**src/design/dmfp_pkg.sv**
```systemverilog
// Shared types and codes for the DNS message field parser
`timescale 1ns / 1ps

package dmfp_pkg;

	// parse phases
	localparam logic [3:0] PH_HEADER     = 4'd0;
	localparam logic [3:0] PH_NAME       = 4'd1;
	localparam logic [3:0] PH_NAME_AFTER = 4'd2;
	localparam logic [3:0] PH_LABEL      = 4'd3;
	localparam logic [3:0] PH_PTR_LOW    = 4'd4;
	localparam logic [3:0] PH_TYPE       = 4'd5;
	localparam logic [3:0] PH_CLASS      = 4'd6;
	localparam logic [3:0] PH_TTL        = 4'd7;
	localparam logic [3:0] PH_RDLEN      = 4'd8;
	localparam logic [3:0] PH_RDATA      = 4'd9;
	localparam logic [3:0] PH_DONE       = 4'd10;
	localparam logic [3:0] PH_IDLE       = 4'd11;

	// result kinds
	localparam logic [3:0] K_ID          = 4'd0;
	localparam logic [3:0] K_FLAGS       = 4'd1;
	localparam logic [3:0] K_QDCOUNT     = 4'd2;
	localparam logic [3:0] K_LABEL_BYTE  = 4'd6;
	localparam logic [3:0] K_LABEL_END   = 4'd7;
	localparam logic [3:0] K_NAME_END    = 4'd8;
	localparam logic [3:0] K_POINTER     = 4'd9;
	localparam logic [3:0] K_TYPE        = 4'd10;
	localparam logic [3:0] K_CLASS       = 4'd11;
	localparam logic [3:0] K_TTL         = 4'd12;
	localparam logic [3:0] K_RDLENGTH    = 4'd13;
	localparam logic [3:0] K_RDATA_BYTE  = 4'd14;
	localparam logic [3:0] K_SHORT_ERROR = 4'd15;

	// header layout
	localparam logic [3:0] HDR_LAST_POS  = 4'd11;
	localparam logic [7:0] OPCODE_MASK   = 8'h78;
	localparam logic [7:0] RCODE_MASK    = 8'h0f;

	// one result item
	typedef struct packed {
		logic [3:0]  kind;
		logic [31:0] value;
		logic [1:0]  section;
		logic [15:0] record_number;
		logic [3:0]  opcode;
		logic [3:0]  response_code;
		logic [6:0]  header_flags;
	} result_t;

endpackage

```
**src/design/dns_message_field_parser.sv**
```systemverilog
// DNS message field parser: header decode and section walk, one byte per transfer
//
// Slave side takes one message byte per transfer: s_tdata carries the byte,
// s_tuser marks the first byte of a message and s_tlast the last one.
// Master side gives at most one field per input byte: m_tuser holds the field
// kind and m_tdata the value, section, record index and the header extras.
// Throughput is one byte per cycle while results are taken; every byte is
// handled by a single pass of logic between the input stage register and the
// result register. A byte's transfer loads the input stage register, and the
// result register loads from it once its previous result is taken; bytes that
// yield no field simply leave no result.
// Reset (arst_n low) puts the parser back to header byte 0 and empties both
// stages. A start mark restarts parsing on any byte.
// While the receiver stalls, the result register holds and the input stage
// still takes one more byte; s_tready then drops until the result is taken.
`timescale 1ns / 1ps

module dns_message_field_parser (
	input  logic        clk,
	input  logic        arst_n,
	input  logic        s_tvalid,
	output logic        s_tready,
	input  logic [7:0]  s_tdata,   // [7:0] data_byte
	input  logic        s_tuser,   // [0] message_start
	input  logic        s_tlast,   // message_end
	output logic        m_tvalid,
	input  logic        m_tready,
	output logic [71:0] m_tdata,   // [31:0] field_value, [33:32] section,
	                               // [49:34] record_number, [53:50] opcode,
	                               // [57:54] response_code, [64:58] header_flags,
	                               // [71:65] zero
	output logic [3:0]  m_tuser    // [3:0] field_kind
);

	// input stage
	logic       valid_s1;
	logic [7:0] byte_s1;
	logic       start_s1;
	logic       end_s1;

	// result stage
	logic             valid_s2;
	dmfp_pkg::result_t res_s2;

	// parser state
	logic [3:0]       phase_q;
	logic [3:0]       hdr_pos_q;
	logic [1:0]       fbc_q;
	logic [31:0]      shifter_q;
	logic [3:0][15:0] counts_q;
	logic [1:0]       cur_sec_q;
	logic [15:0]      rec_left_q;
	logic [5:0]       lbl_left_q;
	logic [15:0]      rd_left_q;

	// next state and result
	logic [3:0]       ph;
	logic [3:0]       hp;
	logic [1:0]       fbc;
	logic [31:0]      vs;
	logic [3:0][15:0] cnt;
	logic [1:0]       cs;
	logic [15:0]      rl;
	logic [5:0]       lbl;
	logic [15:0]      rdl;
	logic             r_valid;
	dmfp_pkg::result_t r;

	logic       advance;
	logic       do_finish;
	logic       do_enter;
	logic [2:0] enter_first;
	logic [2:0] pick;
	logic [15:0] rec_num;
	logic [1:0]  need;
	logic [3:0]  idx_raw;

	// lowest section at or after first with a non-zero count: {found, section}
	function automatic logic [2:0] pick_section(input logic [3:0][15:0] counts,
	                                            input logic [2:0] first);
		logic [2:0] res;
		res = '0;
		for (int s = 3; s >= 0; s--) begin
			if (3'(s) >= first && counts[s] != 16'd0) begin
				res = {1'b1, 2'(s)};
			end
		end
		return res;
	endfunction

	// handshake: the result stage moves on advance; the input stage also fills when empty
	assign advance  = !valid_s2 || m_tready;
	assign s_tready = !valid_s1 || advance;
	assign m_tvalid = valid_s2;
	assign m_tuser  = res_s2.kind;
	assign m_tdata  = {7'd0, res_s2.header_flags, res_s2.response_code, res_s2.opcode,
	                   res_s2.record_number, res_s2.section, res_s2.value};

	// byte decode
	always_comb begin
		ph  = phase_q;
		hp  = hdr_pos_q;
		fbc = fbc_q;
		vs  = shifter_q;
		cnt = counts_q;
		cs  = cur_sec_q;
		rl  = rec_left_q;
		lbl = lbl_left_q;
		rdl = rd_left_q;
		r_valid     = 1'b0;
		r           = '0;
		do_finish   = 1'b0;
		do_enter    = 1'b0;
		enter_first = 3'd0;
		pick        = 3'd0;
		need        = 2'd1;
		idx_raw     = hdr_pos_q - 4'd5;

		// start mark restarts from header byte 0
		if (start_s1) begin
			ph  = dmfp_pkg::PH_HEADER;
			hp  = 4'd0;
			fbc = 2'd0;
			vs  = 32'd0;
			cnt = '0;
			cs  = 2'd0;
			rl  = 16'd0;
			lbl = 6'd0;
			rdl = 16'd0;
		end
		idx_raw = hp - 4'd5;
		rec_num = cnt[cs] - rl;
		r.section       = cs;
		r.record_number = rec_num;

		case (ph)
			dmfp_pkg::PH_HEADER: begin
				r.section       = 2'd0;
				r.record_number = 16'd0;
				vs = {vs[23:0], byte_s1};
				if (hp == 4'd1) begin
					r_valid = 1'b1;
					r.kind  = dmfp_pkg::K_ID;
					r.value = {16'd0, vs[15:0]};
					vs = 32'd0;
				end else if (hp == 4'd3) begin
					r_valid = 1'b1;
					r.kind  = dmfp_pkg::K_FLAGS;
					r.value = {16'd0, vs[15:0]};
					r.opcode        = 4'((vs[15:8] & dmfp_pkg::OPCODE_MASK) >> 3);
					r.response_code = 4'(vs[7:0] & dmfp_pkg::RCODE_MASK);
					r.header_flags  = {vs[15], vs[10], vs[9], vs[8], vs[7], vs[5], vs[4]};
					vs = 32'd0;
				end else if (hp >= 4'd5 && hp[0]) begin
					cnt[idx_raw[2:1]] = vs[15:0];
					r_valid = 1'b1;
					r.kind  = dmfp_pkg::K_QDCOUNT + {2'd0, idx_raw[2:1]};
					r.value = {16'd0, vs[15:0]};
					vs = 32'd0;
				end
				if (hp >= dmfp_pkg::HDR_LAST_POS) begin
					hp          = 4'd0;
					do_enter    = 1'b1;
					enter_first = 3'd0;
				end else begin
					hp = hp + 4'd1;
				end
			end
			dmfp_pkg::PH_NAME, dmfp_pkg::PH_NAME_AFTER: begin
				r.kind  = dmfp_pkg::K_LABEL_END;
				r.value = {26'd0, vs[5:0]};
				if (byte_s1[7:6] == 2'b11) begin
					r_valid = (ph == dmfp_pkg::PH_NAME_AFTER);
					vs = {26'd0, byte_s1[5:0]};
					ph = dmfp_pkg::PH_PTR_LOW;
				end else if (byte_s1[5:0] == 6'd0) begin
					r_valid = 1'b1;
					r.kind  = dmfp_pkg::K_NAME_END;
					r.value = 32'd0;
					vs  = 32'd0;
					fbc = 2'd0;
					ph  = dmfp_pkg::PH_TYPE;
				end else begin
					r_valid = (ph == dmfp_pkg::PH_NAME_AFTER);
					lbl = byte_s1[5:0];
					vs  = {26'd0, byte_s1[5:0]};
					ph  = dmfp_pkg::PH_LABEL;
				end
			end
			dmfp_pkg::PH_LABEL: begin
				r_valid = 1'b1;
				r.kind  = dmfp_pkg::K_LABEL_BYTE;
				r.value = {24'd0, byte_s1};
				lbl = lbl - 6'd1;
				if (lbl == 6'd0) begin
					ph = dmfp_pkg::PH_NAME_AFTER;
				end
			end
			dmfp_pkg::PH_PTR_LOW: begin
				r_valid = 1'b1;
				r.kind  = dmfp_pkg::K_POINTER;
				r.value = {18'd0, vs[5:0], byte_s1};
				vs  = 32'd0;
				fbc = 2'd0;
				ph  = dmfp_pkg::PH_TYPE;
			end
			dmfp_pkg::PH_TYPE, dmfp_pkg::PH_CLASS, dmfp_pkg::PH_TTL, dmfp_pkg::PH_RDLEN: begin
				need = (ph == dmfp_pkg::PH_TTL) ? 2'd3 : 2'd1;
				vs = {vs[23:0], byte_s1};
				if (fbc < need) begin
					fbc = fbc + 2'd1;
				end else begin
					fbc     = 2'd0;
					r_valid = 1'b1;
					r.value = {16'd0, vs[15:0]};
					if (ph == dmfp_pkg::PH_TYPE) begin
						r.kind = dmfp_pkg::K_TYPE;
						ph = dmfp_pkg::PH_CLASS;
					end else if (ph == dmfp_pkg::PH_CLASS) begin
						r.kind = dmfp_pkg::K_CLASS;
						if (cs == 2'd0) begin
							do_finish = 1'b1;
						end else begin
							ph = dmfp_pkg::PH_TTL;
						end
					end else if (ph == dmfp_pkg::PH_TTL) begin
						r.kind  = dmfp_pkg::K_TTL;
						r.value = vs;
						ph = dmfp_pkg::PH_RDLEN;
					end else begin
						r.kind = dmfp_pkg::K_RDLENGTH;
						rdl = vs[15:0];
						if (vs[15:0] == 16'd0) begin
							do_finish = 1'b1;
						end else begin
							ph = dmfp_pkg::PH_RDATA;
						end
					end
					vs = 32'd0;
				end
			end
			dmfp_pkg::PH_RDATA: begin
				r_valid = 1'b1;
				r.kind  = dmfp_pkg::K_RDATA_BYTE;
				r.value = {24'd0, byte_s1};
				rdl = rdl - 16'd1;
				if (rdl == 16'd0) begin
					do_finish = 1'b1;
				end
			end
			default: begin
				r.section       = 2'd0;
				r.record_number = 16'd0;
			end
		endcase

		// end of a record: next record or next non-empty section
		if (do_finish) begin
			rl = rl - 16'd1;
			if (rl == 16'd0) begin
				do_enter    = 1'b1;
				enter_first = {1'b0, cs} + 3'd1;
			end else begin
				ph = dmfp_pkg::PH_NAME;
			end
		end
		if (do_enter) begin
			pick = pick_section(cnt, enter_first);
			if (pick[2]) begin
				cs = pick[1:0];
				rl = cnt[pick[1:0]];
				ph = dmfp_pkg::PH_NAME;
			end else begin
				ph = dmfp_pkg::PH_DONE;
			end
		end

		// end mark: short error inside the header, then wait for a start
		if (end_s1) begin
			if (ph == dmfp_pkg::PH_HEADER) begin
				r_valid = 1'b1;
				r       = '0;
				r.kind  = dmfp_pkg::K_SHORT_ERROR;
				r.value = {28'd0, hp};
			end
			ph  = dmfp_pkg::PH_IDLE;
			hp  = 4'd0;
			vs  = 32'd0;
			fbc = 2'd0;
		end
	end

	// input stage register
	always_ff @(posedge clk or negedge arst_n) begin
		if (!arst_n) begin
			valid_s1 <= 1'b0;
		end else if (s_tready) begin
			valid_s1 <= s_tvalid;
		end
	end

	always_ff @(posedge clk) begin
		if (s_tready && s_tvalid) begin
			byte_s1  <= s_tdata;
			start_s1 <= s_tuser;
			end_s1   <= s_tlast;
		end
	end

	// result register
	always_ff @(posedge clk or negedge arst_n) begin
		if (!arst_n) begin
			valid_s2 <= 1'b0;
		end else if (advance) begin
			valid_s2 <= valid_s1 && r_valid;
		end
	end

	always_ff @(posedge clk) begin
		if (advance && valid_s1) begin
			res_s2 <= r;
		end
	end

	// parser state update
	always_ff @(posedge clk or negedge arst_n) begin
		if (!arst_n) begin
			phase_q    <= dmfp_pkg::PH_HEADER;
			hdr_pos_q  <= 4'd0;
			fbc_q      <= 2'd0;
			shifter_q  <= 32'd0;
			counts_q   <= '0;
			cur_sec_q  <= 2'd0;
			rec_left_q <= 16'd0;
			lbl_left_q <= 6'd0;
			rd_left_q  <= 16'd0;
		end else if (advance && valid_s1) begin
			phase_q    <= ph;
			hdr_pos_q  <= hp;
			fbc_q      <= fbc;
			shifter_q  <= vs;
			counts_q   <= cnt;
			cur_sec_q  <= cs;
			rec_left_q <= rl;
			lbl_left_q <= lbl;
			rd_left_q  <= rdl;
		end
	end

	// checks
	a_short_err_fields: assert property (@(posedge clk) disable iff (!arst_n)
		(m_tvalid && m_tuser == dmfp_pkg::K_SHORT_ERROR) |->
			(m_tdata[49:32] == 18'd0 && m_tdata[31:0] < 32'd12))
		else $error("short error carries record fields or a bad byte count");

	a_flags_opcode: assert property (@(posedge clk) disable iff (!arst_n)
		(m_tvalid && m_tuser == dmfp_pkg::K_FLAGS) |->
			(m_tdata[53:50] == m_tdata[14:11] && m_tdata[57:54] == m_tdata[3:0]))
		else $error("opcode or response code does not match the flags word");

	a_extras_zero: assert property (@(posedge clk) disable iff (!arst_n)
		(m_tvalid && m_tuser != dmfp_pkg::K_FLAGS) |-> (m_tdata[71:50] == 22'd0))
		else $error("header extras set on a non-flags field");

	a_stall_cause: assert property (@(posedge clk) disable iff (!arst_n)
		!s_tready |-> (valid_s1 && valid_s2 && !m_tready))
		else $error("input stalled without a blocked result");

	a_hdr_pos_range: assert property (@(posedge clk) disable iff (!arst_n)
		hdr_pos_q <= dmfp_pkg::HDR_LAST_POS)
		else $error("header position past the header");

endmodule
```
**config.mk**
```make
export PLATFORM = sky130hd
export DESIGN_NAME = dns_message_field_parser
export DESIGN_NICKNAME = d
export VERILOG_FILES = /design/src/design/dmfp_pkg.sv /design/src/design/dns_message_field_parser.sv
export SDC_FILE = /design/constraint.sdc
export NUM_CORES = 1
export LEC_CHECK = 0
export BUFFER_PORTS_ARGS = -buffer_cell sky130_fd_sc_hd__clkbuf_2
export CORE_ASPECT_RATIO = 0.75
export CORE_UTILIZATION = 55
export CTS_CLUSTER_SIZE = 20
export DETAILED_ROUTE_END_ITERATION = 10
export PLACE_DENSITY = 0.76
export RECOVER_POWER = 50
export SYNTH_ARGS = -nofsm -noshare
export SYNTH_HDL_FRONTEND = slang
export SYNTH_SLANG_ARGS = --single-unit
```
**constraint.sdc**
```tcl
create_clock -name clk -period 5.4 [get_ports clk]
set_input_delay 0.81 -clock clk [delete_from_list [all_inputs] [get_ports clk]]
set_output_delay 0.81 -clock clk [all_outputs]
set_load 0.05 [all_outputs]
```
==> results of run 1 <==
power breakdown:
group	internal (W)	leakage (nW)	switching, W	total, W
registers	0.00202	2.72	0.000302	0.00233
logic	0.000763	2.99	0.00185	0.00261
clock network	0.00101	0.399	0.000716	0.00173
cells in the mapped netlist, drive strengths merged (27+ instances only):
master and count:
nand2 191, dfrtp 140, o21ai 138, nor2 118
clkbuf 107, a21oi 89, edfxtp 79, a22oi 49
and2 49, nor3 48, a22o 47, nor4 35
and3 32, mux2i 31, nand3 31, ha 28
inv 28, nor2b 27
layout by cell type (no fill, tap or decap), types with 14 or more instances in the layout:
| master | instances |
|---|---|
| o21ai_0 | 135 |
| a22o_1 | 47 |
| dfrtp_1 | 140 |
| nor3_1 | 48 |
| ha_1 | 28 |
| buf_4 | 50 |
| nand2_1 | 190 |
| and3_1 | 32 |
| a22oi_1 | 49 |
| nor2_1 | 118 |
| clkbuf_1 | 80 |
| a211oi_1 | 17 |
| and2_1 | 47 |
| edfxtp_1 | 79 |
| xnor2_1 | 14 |
| clkbuf_16 | 24 |
| mux4_2 | 15 |
| nand2b_1 | 19 |
| a21oi_1 | 89 |
| nor4_1 | 33 |
| nand3_1 | 30 |
| mux2i_1 | 31 |
| inv_1 | 26 |
| nor2b_1 | 27 |
cell type report:
| type | instances | area (um^2) | area share |
|---|---|---|---|
| Timing Repair Buffer | 137 | 734 | 0.0478 |
| Clock inverter | 10 | 155 | 0.0101 |
| Inverter | 28 | 106 | 0.00693 |
| Tap cell | 331 | 414 | 0.0270 |
| Clock buffer | 34 | 668 | 0.0435 |
| Sequential cell | 219 | 5880 | 0.383 |
| Multi-Input combinational cell | 1180 | 7400 | 0.482 |
final timing paths:
kind                                from  slack (ns)       endpoint  depth (start not counted)
min                           s_tdata[4]        0.43     byte_s1[4]                          1
min in group asynchronous         arst_n        1.86  lbl_left_q[2]                          1
max reg2reg                     start_s1        0.29  rec_left_q[9]                         17
min reg2reg                shifter_q[23]        0.50  shifter_q[23]                          1
max in group asynchronous         arst_n        0.91   counts_q[26]                          2
max                             start_s1        0.29  rec_left_q[9]                         17
sequential cells by signal (all words and copies together) (netlist names):
register and cells:
fbc_q 2, valid_s1 1, shifter_q 24, hdr_pos_q 4
m_tvalid 1, phase_q 4, byte_s1 8, m_tdata 65
lbl_left_q 6, end_s1 1, m_tuser 4, rd_left_q 16
start_s1 1, cur_sec_q 2, rec_left_q 16, counts_q 64
routing by layer:
layer / GRT usage / vias to the layer above
met5: 0 / -
met4: 0.0779 / 0
met3: 0.179 / 131
met2: 0.482 / 1053
met1: 0.583 / 6381
li1: - / 5807
stage by stage:
step	power [W]	util	area [um^2]	worst slack, ns	hold slack (ns)
after floorplan	0.00412	-	13900	0.322	0.458
after global placement	0.00488	0.602	14600	0.564	0.477
after detailed placement	0.00489	0.602	14600	0.575	0.474
after CTS	0.00661	0.635	15500	0.556	0.335
after global routing	0.00694	0.631	15300	0.0730	0.431
final	0.00667	0.631	15300	0.285	0.433
logic make-up after synthesis:
| family | count (synthesis) |
|---|---|
| compound gates | 470 |
| fa+ha+maj | 29 |
| mux | 47 |
| flops | 219 |
| xor+xnor | 18 |
| buf+inv | 155 |
| other cells | 1 |
| simple gates | 609 |
==> metrics, run 1 <==
Vias=13400; Peak VDD IR=0.292 mV; Post-Route Skew=0.0251 ns; startpoint types=flip-flop; Nets=1633; share of layout cells above drive strength 1=0.0827; Yosys reg bits=around 220; Synth area leader=dfrtp_1; die width=185 um; fin crit share=0.947; top cell type's share of synthesized area=0.253; Post-synth EDFFs=79; Synthesis Warnings=0; mux contribution to synthesized area=0.0476; met3 WL=8.50 mm; Mapped Cells=1548; I/O Pins=92; crit path DAT=5.55 ns; Synth Cell Area=13900 um^2; DRT Wirelength=49.3 mm; Worst-Skew Late Latency=0.55 ns; fmax=a little under 200 MHz; core footprint=24300 um^2; Synth Area in Simple Gates=0.219; vias in the first global route=12100; RSZ-0062 raised after global routing=no; WL met2=18.5 mm; DRC viols=0; hold crit path type=input port to flip-flop; first-pass GRT wire length=roughly 74 mm; DR top layer=met4; Post-Synth Adder-Cell Area=0.0267; leak pwr=6.10 nW; clock slew at reported path FFs=0.07 ns; crit-path max FO=29; Critical Path RT=5.83 ns; Slew Viols, Final=164; top cells by area, synth=dfrtp_1 25%, edfxtp_1 17%, nand2_1 5.2%; Slowest-stage cell, CP=edfxtp_1; P&R area growth vs syn=10.8%; CTS Buf Count=24; total gr overflow=0; max_cap viols=2; hpwl dp=34.1 mm; Buf/Inv on CP=2; Root Driver=clkbuf_16; total track usage=0.382; largest family of logic cells by synthesized area=compound AO/OA/AOI/OAI gates; row count=between 40 and 50; DIE AREA=25800 um^2; Cell Chain, Critical Path=nand2b_1 -> nor2_1 -> nand2_1 -> ha_1 -> and3b_1 -> nor2_1 -> nor3_1 -> a21boi_0 -> a31oi_2 -> buf_4 -> nor4bb_1 -> nor2_1 -> a211oi_4 -> buf_12 -> nand3_2 -> or3_1 -> o311ai_1; drt wl/cell=between 20 and 30 um; n_diodes=0; die height=139 um; Starting Density=0.569; CTS tree=done; failing checks=capacitance limit, slew limit; Worst-Margin Slew=4.49 ns; vias per cell=6.90; post_cts resized=0; CTS sink cnt=219; Final Instance Count excl. Fillers=slightly below 2000; H-Tree Depth=1; Post-CTS Hold Fix Bufs=0; Pre-Repair DR Iteration Count=7; Cell variety after synth=86; Post-CTS Setup Bufs=0; Clock Tree Buf Depth=3; Synth Area in XOR/XNOR=0.0114; critical path's top delay family=simple AND/OR/NAND/NOR gates; M1 wire length=21.0 mm; ys async rst share=0.639; fill cell count=2087; min cycle time layout=5.11 ns; Final Hold Viols=0; Post-DRT Antenna Nets=0; placed instance count=1895; status=complete, but fails checks; Seq/Total Area, Yosys=0.424; largest net degree at the start of global routing=83; setup_tns=0 ns; Top cell by count, worst path=nor2_1; initial antenna violation count=0; Setup CP Type=flip-flop to flip-flop; Port Buf Inserts=84; GP Congestion=0.992; post-synthesis compound-gate area fraction=0.225; Synth Flop Type=dfrtp_1; Mean Syn Cell Area=8.95 um^2; pwr dens=435 nW/um^2; max_slew headroom=-1.99; Initial DRC Count=2183; max incr delay on CP=0.59 ns; critical path capture point type=flip-flop; # setup viols final=0
Note: power is estimated with default switching activity, not from simulation.
==> run 2, diff against run 1 <==
clock period = 4.5 ns   (was 5.4 ns; I/O delays follow)
==> run 2 against run 1 <==
The run still ends with capacitance limit, slew limit left. Maximum frequency up 20%. Power up 20%. Non-clock buffer count up 34. Sequential power up 16%. Wire length up 3.2%. Global-route usage up 1.3 points. Via count up 1.3%. Setup slack worse by 0.056 ns. Hold slack worse by 0.30 ns. Combinational power up 27%. Critical path depth down 2. Largest power group unchanged.
==> metrics, run 2 (synthesized netlist as in run 1, its figures left out) <==
status=complete, but fails checks; failing checks=capacitance limit, slew limit; Nets=1665 (+2.0%); Clock Tree Buf Depth=3 (unchanged); CTS tree=done; Starting Density=0.569 (unchanged); Post-CTS Hold Fix Bufs=0 (unchanged); crit path DAT=4.69 ns (-0.86 ns); first-pass GRT wire length=76.6 mm (+3.3%); Initial DRC Count=1998 (-8.5%); pre-CTS setup slack=0.0140 ns (-0.561 ns); Post-Route Skew=0.0183 ns (-0.00679 ns); Worst Hold Slack=0.131 ns (-0.303 ns); # setup viols final=0 (unchanged); total gr overflow=0 (unchanged); P&R area growth vs syn=12.6%; Root Driver=clkbuf_16; max_slew headroom=-0.386 (+1.61); clock slew at reported path FFs=0.08 ns (about the same); leak pwr=6.27 nW (+2.8%); drt wl/cell=25.8 um (+1.6%); CTS Buf Count=22 (-8.3%); GP Congestion=1.01 (+2.0%); DRT Wirelength=50.9 mm (+3.2%); Pre-Repair DR Iteration Count=6 (-1); row count=49 (unchanged); Peak VDD IR=0.376 mV (+29%); vias per cell=6.88 (-0.23%); DIE AREA=25800 um^2 (unchanged); CTS sink cnt=219 (unchanged); Setup CP Type=flip-flop to flip-flop; Cell Area, Placed=14900 um^2 (+1.9%); design area=15600 um^2 (+1.6%); max FFs per register=65 (unchanged); fmax=234 MHz (+20%); Worst-Skew Late Latency=0.53 ns (-0.02 ns); most frequent cells in the layout=191 x nand2_1, 139 x dfrtp_1, 135 x o21ai_0; n_diodes=0 (unchanged); pwr dens=514 nW/um^2 (+18%); share of layout cells above drive strength 1=0.106 (+0.0229); H-Tree Depth=1 (unchanged); crit-path max FO=29 (unchanged); Worst-Margin Slew=2.08 ns (-2.41 ns); DRC viols=0 (unchanged); I/O Pins=92 (unchanged); total track usage=0.395 (+0.0134); critical path capture point type=flip-flop; Worst Setup Slack, final=0.229 ns (-0.0560 ns); Vias=13500 (+1.3%); Final Hold Viols=0 (unchanged); Port Buf Inserts=84 (unchanged); min cycle time layout=4.27 ns (-0.844 ns); Overall Power=0.00801 W (+20%); RSZ-0062 raised after global routing=no; initial antenna violation count=1 (+1); commonest non-fill, non-tap cell in the layout=nand2_1; hpwl dp=35.6 mm (+4.4%); fin crit share=0.949 (+0.00189); largest net degree at the start of global routing=75 (-9.6%); vias in the first global route=12300 (+1.5%); die width=185 um (unchanged); die height=139 um (unchanged); max_cap viols=3 (+1); hold crit path type=input port to asynchronous set/reset pin; Post-DRT Antenna Nets=0 (unchanged); startpoint types=flip-flop; Slew Viols, Final=119 (-27%); core footprint=24300 um^2 (unchanged); Critical Path RT=4.92 ns (-0.91 ns)
==> run 2: cell types whose count changed in the layout (fill, tap and decap cells not counted), moves of 2 or more <==
cell        delta
clkinv_2       +2
clkinvlp_4     +2
buf_6          +2
inv_4          +2
clkbuf_1       -6
buf_4         +30
buf_12         +2
==> run 2: cell type report <==
cell class                      count  area, um^2
Multi-Input combinational cell   1180        7400
Timing Repair Buffer              171        1020
Clock inverter                     13         160
Fill cell                        2089        8740
Inverter                           28         108
Clock buffer                       27         621
Tap cell                          331         414
Sequential cell                   219        5880
==> run 2: worst paths after layout <==
kind | startpoint | endpoint | slack (ns) | cells after the start
hold reg to reg | shifter_q[22] | shifter_q[22] | 0.49 | 1
setup reg to reg | start_s1 | rec_left_q[8] | 0.23 | 15
setup / recovery | start_s1 | rec_left_q[8] | 0.23 | 15
max in group asynchronous | arst_n | counts_q[50] | 1.84 | 2
hold / removal | arst_n | lbl_left_q[3] | 0.13 | 1
min in group clk | s_tdata[2] | byte_s1[2] | 0.32 | 1
==> run 2: metal layers <==
metal | routed length [um] | vias to the layer above | global-route usage
met3 | 8130 | 111 | 0.142
li1 | - | 5882 | -
met2 | 19400 | 1087 | 0.502
met4 | 1120 | 0 | 0.0839
met1 | 22200 | 6467 | 0.627
met5 | 0 | - | 0
==> run 2: critical path: stages, from the launching register on <==
cell,delay (ns)
edfxtp_1,0.48
inv_2,0.11
buf_4,0.21
nand2_1,0.15
ha_1,0.31
nor3b_1,0.22
a311oi_1,0.11
a2111o_1,0.45
nor2_1,0.38
nand4b_4,0.23
o21ba_1,0.27
a211oi_4,0.28
buf_12,0.24
mux2i_1,0.28
o211ai_1,0.13
a211oi_1,0.29
==> run 2: per-stage QoR <==
step                setup TNS (ns)  instances   util
global route                     0       1969  0.641
finish                           0       1969  0.641
CTS                              0       1969  0.645
floorplan                  -0.0182       1554      -
detailed placement               0       1929  0.613
global placement                 0       1929  0.613
==> run 2: what timing repair did <==
action                                 CTS  global route
setup endpoints to repair                2            18
resized for setup                        1             4
endpoints found under the hold margin    0             0
setup buffers                            0             0
==> run 2: power breakdown <==
group / switching [W] / total [W] / internal, W
Sequential: 0.000280 / 0.00271 / 0.00243
Clock: 0.000832 / 0.00199 / 0.00116
Combinational: 0.00230 / 0.00331 / 0.00101
Total: 0.00341 / 0.00801 / 0.00460
==> run 3, diff against run 2 <==
PLACE_DENSITY = 0.73   (was 0.76)
clock period = 4.55 ns   (was 4.5 ns; I/O delays follow)
==> run 3 against run 2 <==
The run still ends with capacitance limit, slew limit left. Register-to-register slack about the same. Maximum frequency down 1.2%. Largest cell class unchanged. Flip-flop and latch count is the same.
==> metrics, run 3 (synthesized netlist as in run 1, its figures left out) <==
I/O Pins=92 (unchanged); Post-CTS Hold Fix Bufs=0 (unchanged); Vias=13200 (-2.6%); crit path DAT=4.73 ns (+0.04 ns); die width=185 um (unchanged); Root Driver=clkbuf_16; leak pwr=6.15 nW (-2.0%); total track usage=0.375 (-0.0206); max FFs per register=65 (unchanged); first-pass GRT wire length=73.6 mm (-3.9%); share of layout cells above drive strength 1=0.0962 (-0.00938); CTS sink cnt=219 (unchanged); vias per cell=6.76 (-1.8%); Peak VDD IR=0.360 mV (-4.2%); DIE AREA=25800 um^2 (unchanged); Post-Route Skew=0.0250 ns (+0.00669 ns); failing checks=capacitance limit, slew limit; setup_tns=0 ns (unchanged); max incr delay on CP=0.50 ns (+0.02 ns); # setup viols final=0 (unchanged); n_diodes=0 (unchanged); RSZ-0062 raised after global routing=no; Slowest-stage cell, CP=edfxtp_1; crit-path max FO=24 (-17%); most frequent cells in the layout=190 x nand2_1, 140 x dfrtp_1, 135 x o21ai_0; Post-DRT Antenna Nets=0 (unchanged); fill cell count=2155 (+3.2%); H-Tree Depth=1 (unchanged); drt wl/cell=24.5 um (-5.2%); Post-CTS Setup Bufs=0 (unchanged); startpoint types=flip-flop; vias in the first global route=12100 (-0.94%); Critical Path RT=4.96 ns (+0.04 ns); Nets=1647 (-1.1%); CTS Buf Count=23 (+4.5%); core footprint=24300 um^2 (unchanged); row count=49 (unchanged); total gr overflow=0 (unchanged); hpwl dp=33.0 mm (-7.3%); Worst-Margin Slew=2.22 ns (+0.145 ns); Port Buf Inserts=84 (unchanged); status=complete, but fails checks; CTS tree=done; Worst-Skew Late Latency=0.55 ns (+0.02 ns); hold crit path type=input port to flip-flop; clock slew at reported path FFs=0.07 ns (about the same); GP Congestion=1.04 (+3.0%); fin util=0.633 (-0.00776); Cell Chain, Critical Path=nand2b_1 -> nor2_1 -> nand2_1 -> ha_1 -> and3b_1 -> o221a_2 -> a21oi_1 -> nand4_1 -> o211ai_1 -> o31ai_1 -> o211ai_1 -> buf_4 -> nand2_1 -> o22ai_1 -> or3_1 -> nand3_1; Clock Tree Buf Depth=3 (unchanged); Final Hold Viols=0 (unchanged); largest net degree at the start of global routing=121 (+61%); Starting Density=0.569 (unchanged); initial antenna violation count=0 (-1); DRT Wirelength=47.8 mm (-6.0%); die height=139 um (unchanged); Slew Viols, Final=191 (+61%); pwr dens=502 nW/um^2 (-2.2%); P&R area growth vs syn=11.3%; fmax=231 MHz (-1.2%); commonest non-fill, non-tap cell in the layout=nand2_1; max_slew headroom=-0.483 (-0.0965); Initial DRC Count=1790 (-10%); DRC viols=0 (unchanged); max_cap viols=4 (+1); Pre-Repair DR Iteration Count=6 (unchanged); critical path capture point type=flip-flop; Setup CP Type=flip-flop to flip-flop; min cycle time layout=4.32 ns (+0.0525 ns); fin crit share=0.950 (+0.00111)
[run 3: layout make-up]
cell class	count	area, um^2	area share
multi-input combinational	1180	7430	0.482
sequential	219	5880	0.381
inverter	28	106	0.00690
clock inverter	13	90.1	0.00584
clock buffer	29	628	0.0408
tap	331	414	0.0269
timing repair buffer	152	873	0.0567
[run 3: path summary, 6_finish.rpt]
| kind | slack, ns | startpoint | to | depth (start not counted) |
|---|---|---|---|---|
| worst max register to register | 0.23 | start_s1 | rec_left_q[5] | 16 |
| worst max-delay path | 0.23 | start_s1 | rec_left_q[5] | 16 |
| min in group asynchronous | 0.78 | arst_n | rd_left_q[5] | 1 |
| worst min-delay path | 0.31 | s_tdata[7] | byte_s1[7] | 1 |
| max in group asynchronous | 1.14 | arst_n | counts_q[22] | 2 |
| worst min register to register | 0.50 | shifter_q[20] | shifter_q[20] | 1 |
[run 3: metrics by stage]
step	cell area, um^2	setup slack [ns]	cells	power (W)	hold WS, ns
after floorplan	13900	0.0217	1554	0.00489	0.387
after global placement	14800	0.374	1910	0.00581	0.477
after detailed placement	14800	0.328	1910	0.00585	0.473
after CTS	15500	0.292	1952	0.00768	0.234
after global routing	15400	0.00783	1952	0.00810	0.308
final	15400	0.227	1952	0.00774	0.310
[run 3: timing repair]
| action | 4_1_cts | 5_1_grt |
|---|---|---|
| endpoints found under the setup margin | 0 | 12 |
| gates resized for setup | 0 | 5 |
| hold endpoints to repair | 0 | 0 |
[run 3: worst max-delay path: cells and delay by family, from the launching register on]
family,cells,cell delay (ns)
adders and majority gates,1,0.30
buffers and inverters,1,0.31
AOI/OAI and AO/OA,6,1.74
and+or+nand+nor,8,1.33
DFF,1,0.50
[run 3: power by group]
| part | total (W) | switching [W] | internal, W |
|---|---|---|---|
| sequential | 0.00269 | 0.000294 | 0.00240 |
| clock | 0.00184 | 0.000854 | 0.000989 |
| combinational | 0.00320 | 0.00224 | 0.000962 |
| total | 0.00774 | 0.00339 | 0.00435 |
[run 3: per-layer routing]
metal,GRT usage,vias to the layer above,wire length (um)
met2,0.488,901,18600
met5,0,-,0
met1,0.579,6344,21100
met4,0.0857,0,1220
li1,-,5858,-
met3,0.137,92,6900
